[src/hw/rtl/lcgr_pkg.sv]
// ----------------------------------------------------------------------------
// lcgr_pkg
// Shared types and constants for the 64-bit LCG with range queries:
// generator constants, command codes, controller states and the
// command/status bundles between controller and datapath.
// ----------------------------------------------------------------------------
`default_nettype none

package lcgr_pkg;

  // Generator constants (multiplier and increment, modulo 2^64)
  localparam logic [63:0] LCG_MUL = 64'h5851_F42D_4C95_7F2D;
  localparam logic [63:0] LCG_ADD = 64'h1405_7B7E_F767_814F;

  // Modulus of the percentage test, at divisor width
  localparam int          DIV_W        = 33;
  localparam logic [DIV_W-1:0] CHANCE_SCALE = 33'd10000;

  // Restoring divider: one dividend bit per cycle
  localparam int          DIV_ITER  = 64;
  localparam int          DIV_CNT_W = $clog2(DIV_ITER);

  // Stream payload widths (whole bytes)
  localparam int          IN_TDATA_W  = 80;
  localparam int          OUT_TDATA_W = 104;

  // Command codes
  typedef enum logic [1:0] {
    CMD_RAW    = 2'd0,
    CMD_CHANCE = 2'd1,
    CMD_RANGE  = 2'd2,
    CMD_RSVD   = 2'd3
  } cmd_t;

  // Partial product selection of the shared 32x32 multiplier
  typedef enum logic [1:0] {
    MS_LL = 2'd0,
    MS_LH = 2'd1,
    MS_HL = 2'd2
  } mul_sel_t;

  // Controller states
  typedef enum logic [2:0] {
    ST_IDLE   = 3'd0,
    ST_MUL_LL = 3'd1,
    ST_MUL_LH = 3'd2,
    ST_MUL_HL = 3'd3,
    ST_UPD    = 3'd4,
    ST_DIV    = 3'd5,
    ST_FIN    = 3'd6
  } state_t;

  // Controller to datapath
  typedef struct packed {
    logic     load_cfg;
    logic     load_in;
    logic     mul_en;
    mul_sel_t mul_sel;
    logic     upd;
    logic     div_step;
    logic     load_out;
  } dp_cmd_t;

  // Datapath to controller
  typedef struct packed {
    logic need_div;
    logic div_last;
    logic out_free;
  } dp_sts_t;

endpackage

`default_nettype wire

[src/hw/rtl/lcgr_ctrl.sv]
// ----------------------------------------------------------------------------
// lcgr_ctrl
// Sequencer: accepts configuration writes and items while idle, walks the
// three partial products, the state update, for chance and range the remainder
// iterations, and the hand-off into the output register.
// ----------------------------------------------------------------------------
`default_nettype none

module lcgr_ctrl (
  input  wire logic             clk,
  input  wire logic             rst_n,
  input  wire logic             in_tvalid,
  output logic                  in_tready,
  input  wire logic             cfg_valid,
  output logic                  cfg_ready,
  input  wire lcgr_pkg::dp_sts_t sts,
  output lcgr_pkg::dp_cmd_t     cmd
);

  lcgr_pkg::state_t state_r;
  lcgr_pkg::state_t state_nxt;

  // State register
  always_ff @(posedge clk) begin
    if (!rst_n) begin
      state_r <= lcgr_pkg::ST_IDLE;
    end else begin
      state_r <= state_nxt;
    end
  end

  // Next state
  always_comb begin
    state_nxt = state_r;
    case (state_r)
      lcgr_pkg::ST_IDLE: begin
        if (in_tvalid && !cfg_valid) state_nxt = lcgr_pkg::ST_MUL_LL;
      end
      lcgr_pkg::ST_MUL_LL: state_nxt = lcgr_pkg::ST_MUL_LH;
      lcgr_pkg::ST_MUL_LH: state_nxt = lcgr_pkg::ST_MUL_HL;
      lcgr_pkg::ST_MUL_HL: state_nxt = lcgr_pkg::ST_UPD;
      lcgr_pkg::ST_UPD: begin
        state_nxt = sts.need_div ? lcgr_pkg::ST_DIV : lcgr_pkg::ST_FIN;
      end
      lcgr_pkg::ST_DIV: begin
        if (sts.div_last) state_nxt = lcgr_pkg::ST_FIN;
      end
      lcgr_pkg::ST_FIN: begin
        if (sts.out_free) state_nxt = lcgr_pkg::ST_IDLE;
      end
      default: state_nxt = lcgr_pkg::ST_IDLE;
    endcase
  end

  // Outputs
  always_comb begin
    cmd       = '0;
    cmd.mul_sel = lcgr_pkg::MS_LL;
    in_tready = 1'b0;
    cfg_ready = 1'b0;
    case (state_r)
      lcgr_pkg::ST_IDLE: begin
        // hold off both channels in reset; configuration wins over a waiting item
        cfg_ready    = rst_n;
        in_tready    = rst_n && !cfg_valid;
        cmd.load_cfg = rst_n && cfg_valid;
        cmd.load_in  = rst_n && in_tvalid && !cfg_valid;
      end
      lcgr_pkg::ST_MUL_LL: begin
        cmd.mul_en  = 1'b1;
        cmd.mul_sel = lcgr_pkg::MS_LL;
      end
      lcgr_pkg::ST_MUL_LH: begin
        cmd.mul_en  = 1'b1;
        cmd.mul_sel = lcgr_pkg::MS_LH;
      end
      lcgr_pkg::ST_MUL_HL: begin
        cmd.mul_en  = 1'b1;
        cmd.mul_sel = lcgr_pkg::MS_HL;
      end
      lcgr_pkg::ST_UPD: cmd.upd = 1'b1;
      lcgr_pkg::ST_DIV: cmd.div_step = 1'b1;
      lcgr_pkg::ST_FIN: cmd.load_out = sts.out_free;
      default: ;
    endcase
  end

endmodule

`default_nettype wire

[src/hw/rtl/lcgr_dp.sv]
// ----------------------------------------------------------------------------
// lcgr_dp
// Datapath: generator state, shared 32x32 multiplier, bound ordering and
// span, restoring remainder unit, and the output register.
// ----------------------------------------------------------------------------
`default_nettype none

module lcgr_dp (
  input  wire logic                   clk,
  input  wire logic                   rst_n,
  input  wire lcgr_pkg::dp_cmd_t      cmd,
  output lcgr_pkg::dp_sts_t           sts,
  input  wire logic [63:0]            cfg_data,
  input  wire logic [1:0]             command,
  input  wire logic [13:0]            chance_hundredths,
  input  wire logic signed [31:0]     bound_a,
  input  wire logic signed [31:0]     bound_b,
  output logic                        out_tvalid,
  input  wire logic                   out_tready,
  output logic [lcgr_pkg::OUT_TDATA_W-1:0] out_tdata
);

  logic [63:0]                  state_r;
  lcgr_pkg::cmd_t               cmd_r;
  logic [13:0]                  pct_r;
  logic signed [31:0]           lo_r;
  logic [lcgr_pkg::DIV_W-1:0]   div_r;
  logic [63:0]                  p0_r;
  logic [31:0]                  cross_r;
  logic [63:0]                  quo_r;
  logic [31:0]                  rem_r;
  logic [lcgr_pkg::DIV_CNT_W-1:0] cnt_r;
  logic                         out_valid_r;
  logic [lcgr_pkg::OUT_TDATA_W-1:0] out_data_r;

  logic [31:0]                  mul_a;
  logic [31:0]                  mul_b;
  logic [63:0]                  prod;
  logic [63:0]                  state_nxt;
  logic                         a_gt_b;
  logic signed [31:0]           lo_sel;
  logic signed [31:0]           hi_sel;
  logic [lcgr_pkg::DIV_W-1:0]   span;
  logic [lcgr_pkg::DIV_W-1:0]   trial;
  logic                         hit;
  logic [31:0]                  ranged;

  // Order the bounds and form the span in 33 bits
  always_comb begin
    a_gt_b = bound_a > bound_b;
    lo_sel = a_gt_b ? bound_b : bound_a;
    hi_sel = a_gt_b ? bound_a : bound_b;
    span   = {hi_sel[31], hi_sel} - {lo_sel[31], lo_sel} + 33'd1;
  end

  // Latch the item
  always_ff @(posedge clk) begin
    if (cmd.load_in) begin
      cmd_r <= lcgr_pkg::cmd_t'(command);
      pct_r <= chance_hundredths;
      lo_r  <= lo_sel;
      div_r <= (command == lcgr_pkg::CMD_CHANCE) ? lcgr_pkg::CHANCE_SCALE : span;
    end
  end

  // Shared multiplier operands
  always_comb begin
    case (cmd.mul_sel)
      lcgr_pkg::MS_LL: begin
        mul_a = state_r[31:0];
        mul_b = lcgr_pkg::LCG_MUL[31:0];
      end
      lcgr_pkg::MS_LH: begin
        mul_a = state_r[31:0];
        mul_b = lcgr_pkg::LCG_MUL[63:32];
      end
      lcgr_pkg::MS_HL: begin
        mul_a = state_r[63:32];
        mul_b = lcgr_pkg::LCG_MUL[31:0];
      end
      default: begin
        mul_a = state_r[31:0];
        mul_b = lcgr_pkg::LCG_MUL[31:0];
      end
    endcase
    prod = mul_a * mul_b;
  end

  // Collect partial products; cross terms only matter modulo 2^32
  always_ff @(posedge clk) begin
    if (cmd.mul_en) begin
      case (cmd.mul_sel)
        lcgr_pkg::MS_LL: p0_r <= prod;
        lcgr_pkg::MS_LH: cross_r <= prod[31:0];
        lcgr_pkg::MS_HL: cross_r <= cross_r + prod[31:0];
        default: ;
      endcase
    end
  end

  assign state_nxt = p0_r + {cross_r, 32'd0} + lcgr_pkg::LCG_ADD;

  // Generator state: seed write or advance
  always_ff @(posedge clk) begin
    if (!rst_n) begin
      state_r <= 64'd1;
    end else if (cmd.load_cfg) begin
      state_r <= (cfg_data == 64'd0) ? 64'd1 : cfg_data;
    end else if (cmd.upd) begin
      state_r <= state_nxt;
    end
  end

  // Restoring remainder: shift in one dividend bit per cycle
  assign trial = {rem_r, quo_r[63]};

  always_ff @(posedge clk) begin
    if (cmd.upd) begin
      quo_r <= state_nxt;
      rem_r <= '0;
      cnt_r <= '0;
    end else if (cmd.div_step) begin
      quo_r <= {quo_r[62:0], 1'b0};
      cnt_r <= cnt_r + 1'b1;
      if (trial >= div_r) begin
        rem_r <= 32'(trial - div_r);
      end else begin
        rem_r <= trial[31:0];
      end
    end
  end

  // Result fields
  always_comb begin
    hit    = (cmd_r == lcgr_pkg::CMD_CHANCE) && ({2'b00, rem_r} < {20'd0, pct_r});
    ranged = (cmd_r == lcgr_pkg::CMD_RANGE) ? 32'(lo_r + $signed(rem_r)) : 32'd0;
  end

  // Output register
  always_ff @(posedge clk) begin
    if (!rst_n) begin
      out_valid_r <= 1'b0;
    end else if (cmd.load_out) begin
      out_valid_r <= 1'b1;
    end else if (out_tready) begin
      out_valid_r <= 1'b0;
    end
  end

  always_ff @(posedge clk) begin
    if (cmd.load_out) begin
      out_data_r <= {7'd0, ranged, hit, state_r};
    end
  end

  assign out_tvalid   = out_valid_r;
  assign out_tdata    = out_data_r;

  // Status
  assign sts.need_div = (cmd_r == lcgr_pkg::CMD_CHANCE) || (cmd_r == lcgr_pkg::CMD_RANGE);
  assign sts.div_last = cnt_r == lcgr_pkg::DIV_CNT_W'(lcgr_pkg::DIV_ITER - 1);
  assign sts.out_free = !out_valid_r || out_tready;

  // A zero seed loads one
  a_zero_seed: assert property (@(posedge clk) disable iff (!rst_n)
    cmd.load_cfg && (cfg_data == 64'd0) |=> state_r == 64'd1)
    else $error("zero seed did not load one");

  // Partial remainder stays below the divisor during iterations
  a_rem_bound: assert property (@(posedge clk) disable iff (!rst_n)
    cmd.div_step |-> ({1'b0, rem_r} < div_r))
    else $error("partial remainder not below divisor");

  // A loaded result is presented next cycle
  a_out_load: assert property (@(posedge clk) disable iff (!rst_n)
    cmd.load_out |=> out_valid_r)
    else $error("loaded result not presented");

  // Output is never overwritten while still waiting
  a_no_overwrite: assert property (@(posedge clk) disable iff (!rst_n)
    cmd.load_out |-> (!out_valid_r || out_tready))
    else $error("result overwritten before taken");

endmodule

`default_nettype wire

[src/hw/rtl/lcg64_random_with_range.sv]
// Sequence: an accepted item takes three passes through one shared 32x32
//   multiplier and the state update, then, for the chance and range commands
//   only, a restoring remainder unit; the result is then registered. A new
//   item is taken only once the last result has been handed off.
// Reset (rst_n low, synchronous): generator state 1, controller idle, no result.
// ----------------------------------------------------------------------------
// lcg64_random_with_range
// 64-bit linear congruential generator with raw, percentage-test and
// bounded-integer queries; seed loaded through a separate write channel.
// ----------------------------------------------------------------------------
`default_nettype none

module lcg64_random_with_range (
  input  wire logic        clk,
  input  wire logic        rst_n,
  // seed write
  input  wire logic        cfg_valid,
  output logic             cfg_ready,
  input  wire logic [63:0] cfg_data,
  // item in
  input  wire logic        in_tvalid,
  output logic             in_tready,
  // command[1:0], chance_hundredths[15:2], bound_a[47:16], bound_b[79:48]
  input  wire logic [lcgr_pkg::IN_TDATA_W-1:0] in_tdata,
  // result out
  output logic             out_tvalid,
  input  wire logic        out_tready,
  // raw_value[63:0], chance_hit[64], ranged_value[96:65], zero fill [103:97]
  output logic [lcgr_pkg::OUT_TDATA_W-1:0] out_tdata
);

  lcgr_pkg::dp_cmd_t dp_cmd;
  lcgr_pkg::dp_sts_t dp_sts;

  // Sequencer
  lcgr_ctrl u_ctrl (
    .clk       (clk),
    .rst_n     (rst_n),
    .in_tvalid (in_tvalid),
    .in_tready (in_tready),
    .cfg_valid (cfg_valid),
    .cfg_ready (cfg_ready),
    .sts       (dp_sts),
    .cmd       (dp_cmd)
  );

  // Datapath, fields unpacked from the input item
  lcgr_dp u_dp (
    .clk               (clk),
    .rst_n             (rst_n),
    .cmd               (dp_cmd),
    .sts               (dp_sts),
    .cfg_data          (cfg_data),
    .command           (in_tdata[1:0]),
    .chance_hundredths (in_tdata[15:2]),
    .bound_a           ($signed(in_tdata[47:16])),
    .bound_b           ($signed(in_tdata[79:48])),
    .out_tvalid        (out_tvalid),
    .out_tready        (out_tready),
    .out_tdata         (out_tdata)
  );

endmodule

`default_nettype wire
[config.mk]
export PLATFORM = sky130hd
export DESIGN_NAME = lcg64_random_with_range
export DESIGN_NICKNAME = d
export VERILOG_FILES = /design/src/hw/rtl/lcgr_pkg.sv /design/src/hw/rtl/lcgr_ctrl.sv /design/src/hw/rtl/lcgr_dp.sv /design/src/hw/rtl/lcg64_random_with_range.sv
export SDC_FILE = /design/constraint.sdc
export NUM_CORES = 2
export LEC_CHECK = 0
export BUFFER_PORTS_ARGS = -buffer_cell sky130_fd_sc_hd__buf_4
export CORE_UTILIZATION = 25
export DETAILED_ROUTE_END_ITERATION = 16
export PLACE_DENSITY = 0.4
export SKIP_CTS_REPAIR_TIMING = 1
export SYNTH_ARGS = -nofsm -noshare
export SYNTH_HDL_FRONTEND = slang
export SYNTH_HIERARCHICAL = 1
export SYNTH_SLANG_ARGS = --single-unit
[constraint.sdc]
create_clock -name clk -period 9.3 [get_ports clk]
set_clock_uncertainty 0.05 [all_clocks]
set_input_delay 1.86 -clock clk [delete_from_list [all_inputs] [get_ports clk]]
set_output_delay 1.86 -clock clk [all_outputs]
set_load 0.03 [all_outputs]
# Word level (Yosys, flattened, before mapping)
# Cells that the tools add are included.
dict set report word_totals {
  ff_bits 444
  latchBits 0
  mem_bits_rw 0
  mem_bits_ro 0
  input_bits 149
  output_inout_bits 107
  n_memories 0
}
dict set report classes {
  add_sub_neg 8
  n_mul 1
  div_mod_pow 0
  n_lt_le_gt_ge 3
  n_eq_ne 15
  shift 0
  muxes 25
  bitwise 0
  n_reduce_logical 20
}
# operator count
set op_table {}
lappend op_table {{64-bit 2-to-1 mux} 5}
lappend op_table {{32-bit 2-to-1 mux} 4}
lappend op_table {{32-bit adder} 2}
lappend op_table {{64-bit by 61-bit adder with 64-bit output (second input constant)} 1}
lappend op_table {{64-bit adder} 1}
lappend op_table {{64-bit logical NOT} 1}
lappend op_table {{32-bit one-hot mux with 2 select lines} 1}
lappend op_table {{32-bit by 31-bit multiplier with 63-bit output} 1}
lappend op_table {{33-bit by 1-bit adder with 33-bit output (second input constant)} 1}
lappend op_table {{33-bit greater-or-equal comparator} 1}
lappend op_table {{32-bit by 32-bit subtractor with 33-bit output} 1}
lappend op_table {{32-bit greater-than comparator} 1}
lappend op_table {{32-bit by 14-bit less-than comparator with 1-bit output} 1}
lappend op_table {{32-bit subtractor} 1}
lappend op_table {{29-bit 2-to-1 mux} 1}
lappend op_table {{3-bit one-hot mux with 7 select lines} 1}
lappend op_table {{3-bit equality test (second input constant)} 3}
lappend op_table {{3-bit 2-to-1 mux} 3}
lappend op_table {{3-bit one-hot mux with 3 select lines} 1}
lappend op_table {{2-bit nonzero test} 4}
lappend op_table {{1-bit 2-to-1 mux} 7}
lappend op_table {{6-bit by 1-bit adder with 6-bit output (second input constant)} 1}
lappend op_table {{2-bit by 1-bit equality test with 1-bit output (second input constant)} 3}
lappend op_table {{3-bit by 2-bit equality test with 1-bit output (second input constant)} 2}
lappend op_table {{other kinds (13)} 24}

# Logic depth before layout (Yosys ltp)
dict set report logic_depth {
  depth_word 7
  depth_mapped 45
  ltp_nobuf 43
}

# Modules after synthesis
# The synthesis kept the hierarchy.
# mod n_inst cells_each area_each_um2 seq_area_each_um2
set by_module_without_submodules {}
lappend by_module_without_submodules {lcgr_dp 1 5148 50602.3 12211.7}
lappend by_module_without_submodules {lcgr_ctrl 1 33 236.5 60.1}

# Worst setup path before layout
# Ideal clock, no wire load.
dict set report synth_path {
  path_kind {register to register}
  start {register u_ctrl.state_r[0]}
  end {register u_dp.cross_r[31], data pin}
  setup_ns 0.261
  arrival_time_ns 9.590
  path_slack_ns -0.601
  path_stages_with_launch 43
  path_buffers 6
  period_less_slack_ns 9.901
  cell_sequence {dfxtp_1 buf_2 nor3_1 inv_1 ha_1 clkbuf_1 buf_1 mux2i_1 clkbuf_1 xnor2_1 ha_1 nor2_1 fa_1 inv_1 fa_1 inv_1 fa_1 inv_1 [... 7 more ...] buf_4 and3_1 a221oi_1 nand2_1 a21oi_1 xnor2_1 ha_1 clkbuf_1 a21o_1 a21o_1 a21o_1 a211o_1 a41o_1 a211oi_1 a21oi_1 xor2_1 nand2_1 xnor2_1}
}
# item line
set synth_lines {}
lappend synth_lines {{from (decl)} lcgr_ctrl.sv:20} ;# lcgr_pkg::state_t state_r;
lappend synth_lines {{from (signal assigned)} lcgr_ctrl.sv:26} ;# state_r <= lcgr_pkg::ST_IDLE;
lappend synth_lines {{from (signal assigned)} lcgr_ctrl.sv:28} ;# state_r <= state_nxt;
lappend synth_lines {{to (signal assigned)} lcgr_dp.sv:94} ;# lcgr_pkg::MS_LH: cross_r <= prod[31:0];
lappend synth_lines {{to (signal assigned)} lcgr_dp.sv:95} ;# lcgr_pkg::MS_HL: cross_r <= cross_r + prod[31:0];
lappend synth_lines {{to (decl)} lcgr_dp.sv:29} ;# logic [31:0] cross_r;

==> metrics.csv <==
metric,value,unit
cp-end-kind,register,
async_flop_share,0,%
antenna_found_initial,9,
die_width,453,um
fin_nets,7106,
drv_cap,0,
critPathArrivalTime,9.41,ns
row_count,165,
root_buffer,clkbuf_16,
required,9.62,ns
firstDrtPassIters,5,
synth-edff-count,338,
path_clk_slew,0.07,ns
place_hpwl,159000,um
grt_start_max_net_pins,72,
clock_latency,0.64,ns
netlist_area,50800,um^2
htree_levels,2,
rsz0062_at_grt,true,
dp_slack,-0.223,ns
start_kind,register,
seq_area,12300,um^2
portBuffers,248,
final_common_cell,inv_1,
cts_buffer_depth,3,
crit_family,adder cells,
synth.distinct_cells,91,
cpMaxStageDelayCell,fa_1,
layout-drive-gt1-share,15.4,%
avgSynthCellArea,9.81,um^2
overflow,0,
crit_fanout,5,
cts_tree,yes,
io_pins,256,
num_vias,39100,
fin_util,30.0,%
status,completed,
setup_violations,0,
placedCellCount,8283,
die_h,453,um
grt_util_all_layers,17.9,%
grt_pass1_vias,40000,
placed_cell_area,58000,um^2
finish.instance_area,60600,um^2
start_util,25.2,%
final_max_slew_viol_count,0,
fillCellCount,21200,
timing.slew.headroom,30.7,%
area_delta_synth_final,19.1,%
final_cell_count_no_fill,8420,
initialDrtViolationCount,2631,
grt_pass1_wl,272000,um
fmax,110,MHz
wl_per_cell,22.3,um
ys_warn_count,6,
period_minus_slack,9.08,ns
route.antenna.remaining_nets,0,
fin_ws,0.217,ns
multi_input_area,35400,um^2
ys_ff_latch,444,
path_common_cell,fa_1,
tightest_slew,1.03,ns
finalHoldViolCount,0,
fp.coreArea,202000,um^2
crit_type,register to register,
globalplace.congestion,0.893,
synth_cells,5181,
cp_slowest_stage_delay,0.57,ns
ys_seq_area_share,24.1,%
drc,0,
layout_common_cells,"853 x inv_1, 694 x ha_1, 564 x buf_4, 546 x fa_1, 339 x nand2_1",
vias_per_cell,4.64,
worst-path-buf-inv,8,
routed_wl,187000,um
fp.dieArea,205000,um^2
ys.flop_type,edfxtp_1,
clkSinkCount,444,
cts_buffers,49,
hold_class,register to register,
period_share,97.7,%
==> layout make-up <==
| cell class | instances | area share, % |
|---|---|---|
| multi-input cells | 3753 | 58.5 |
| flip-flops and latches | 444 | 20.3 |
| repair buffers | 585 | 7.51 |
| well taps | 2672 | 5.52 |
| inverters | 870 | 5.43 |
| clock buffers | 71 | 2.40 |
| clock inverters | 21 | 0.353 |
| diodes | 4 | 0.0165 |
==> path summary, 6_finish.rpt <==
check | start | to | slack [ns] | depth (start not counted)
max | u_ctrl/state_r[1] | u_dp/p0_r[62] | 0.22 | 31
min reg2reg | u_dp/state_r[55] | u_dp/out_tdata[55] | 0.42 | 0
min | u_dp/state_r[55] | u_dp/out_tdata[55] | 0.42 | 0
max reg2reg | u_ctrl/state_r[1] | u_dp/p0_r[62] | 0.22 | 31
==> through the flow <==
stage | setup TNS [ns] | hold slack (ns)
3_3_place_gp | -1.43 | 0.394
4_1_cts | -1.91 | 0.416
5_1_grt | -0.278 | 0.437
3_5_place_dp | -1.41 | 0.400
6_report | 0 | 0.416
2_1_floorplan | 0 | 0.369
==> logic make-up after synthesis <==
logic type,count (synthesis),share of synthesized area (%)
compound gates,1114,13.8
xor+xnor,209,3.60
fa+ha+maj,1254,39.0
buf+inv,1020,7.64
flops,444,24.1
mux,85,1.79
other cells,2,0.0148
simple gates,1053,10.1
==> state kept, by name (all words and copies together), names as in the netlist, 6 cells and up <==
register and cells:
u_dp/rem_r 32, u_dp/div_r 33, u_dp/out_tdata 97, u_dp/lo_r 32
u_dp/cnt_r 6, u_dp/p0_r 64, u_dp/cross_r 32, u_dp/quo_r 64
u_dp/pct_r 14, u_dp/state_r 64
==> layer usage <==
metal	track usage [%]	routed length, um	share of wire [%]
met2	29.1	86100	46
met1	25.8	90200	48
met3	1.66	7570	4.0
met5	0	11	0.0059
met4	3.45	3570	1.9
==> Yosys cell counts (all sizes together) (36+ instances only) <==
cell type  number  area, um^2
a21o          150        1130
and2           38         238
clkbuf        118         443
o21ai         302        1520
a31oi          38         238
o21bai         36         270
edfxtp        338       10100
inv           869        3260
xnor2         139        1220
nor3           56         285
nand3          54         270
mux2           47         529
nor2          243         920
nand4          51         319
nand2         343        1290
fa            550       11000
xor2           70         613
nor2b          64         400
a211oi         49         368
dfxtp         106        2120
a21oi         318        1600
ha            704        8810
mux2i          38         380
Power is not shown: default switching activity piles up to over one toggle a cycle in this logic, so the estimate is an artifact.
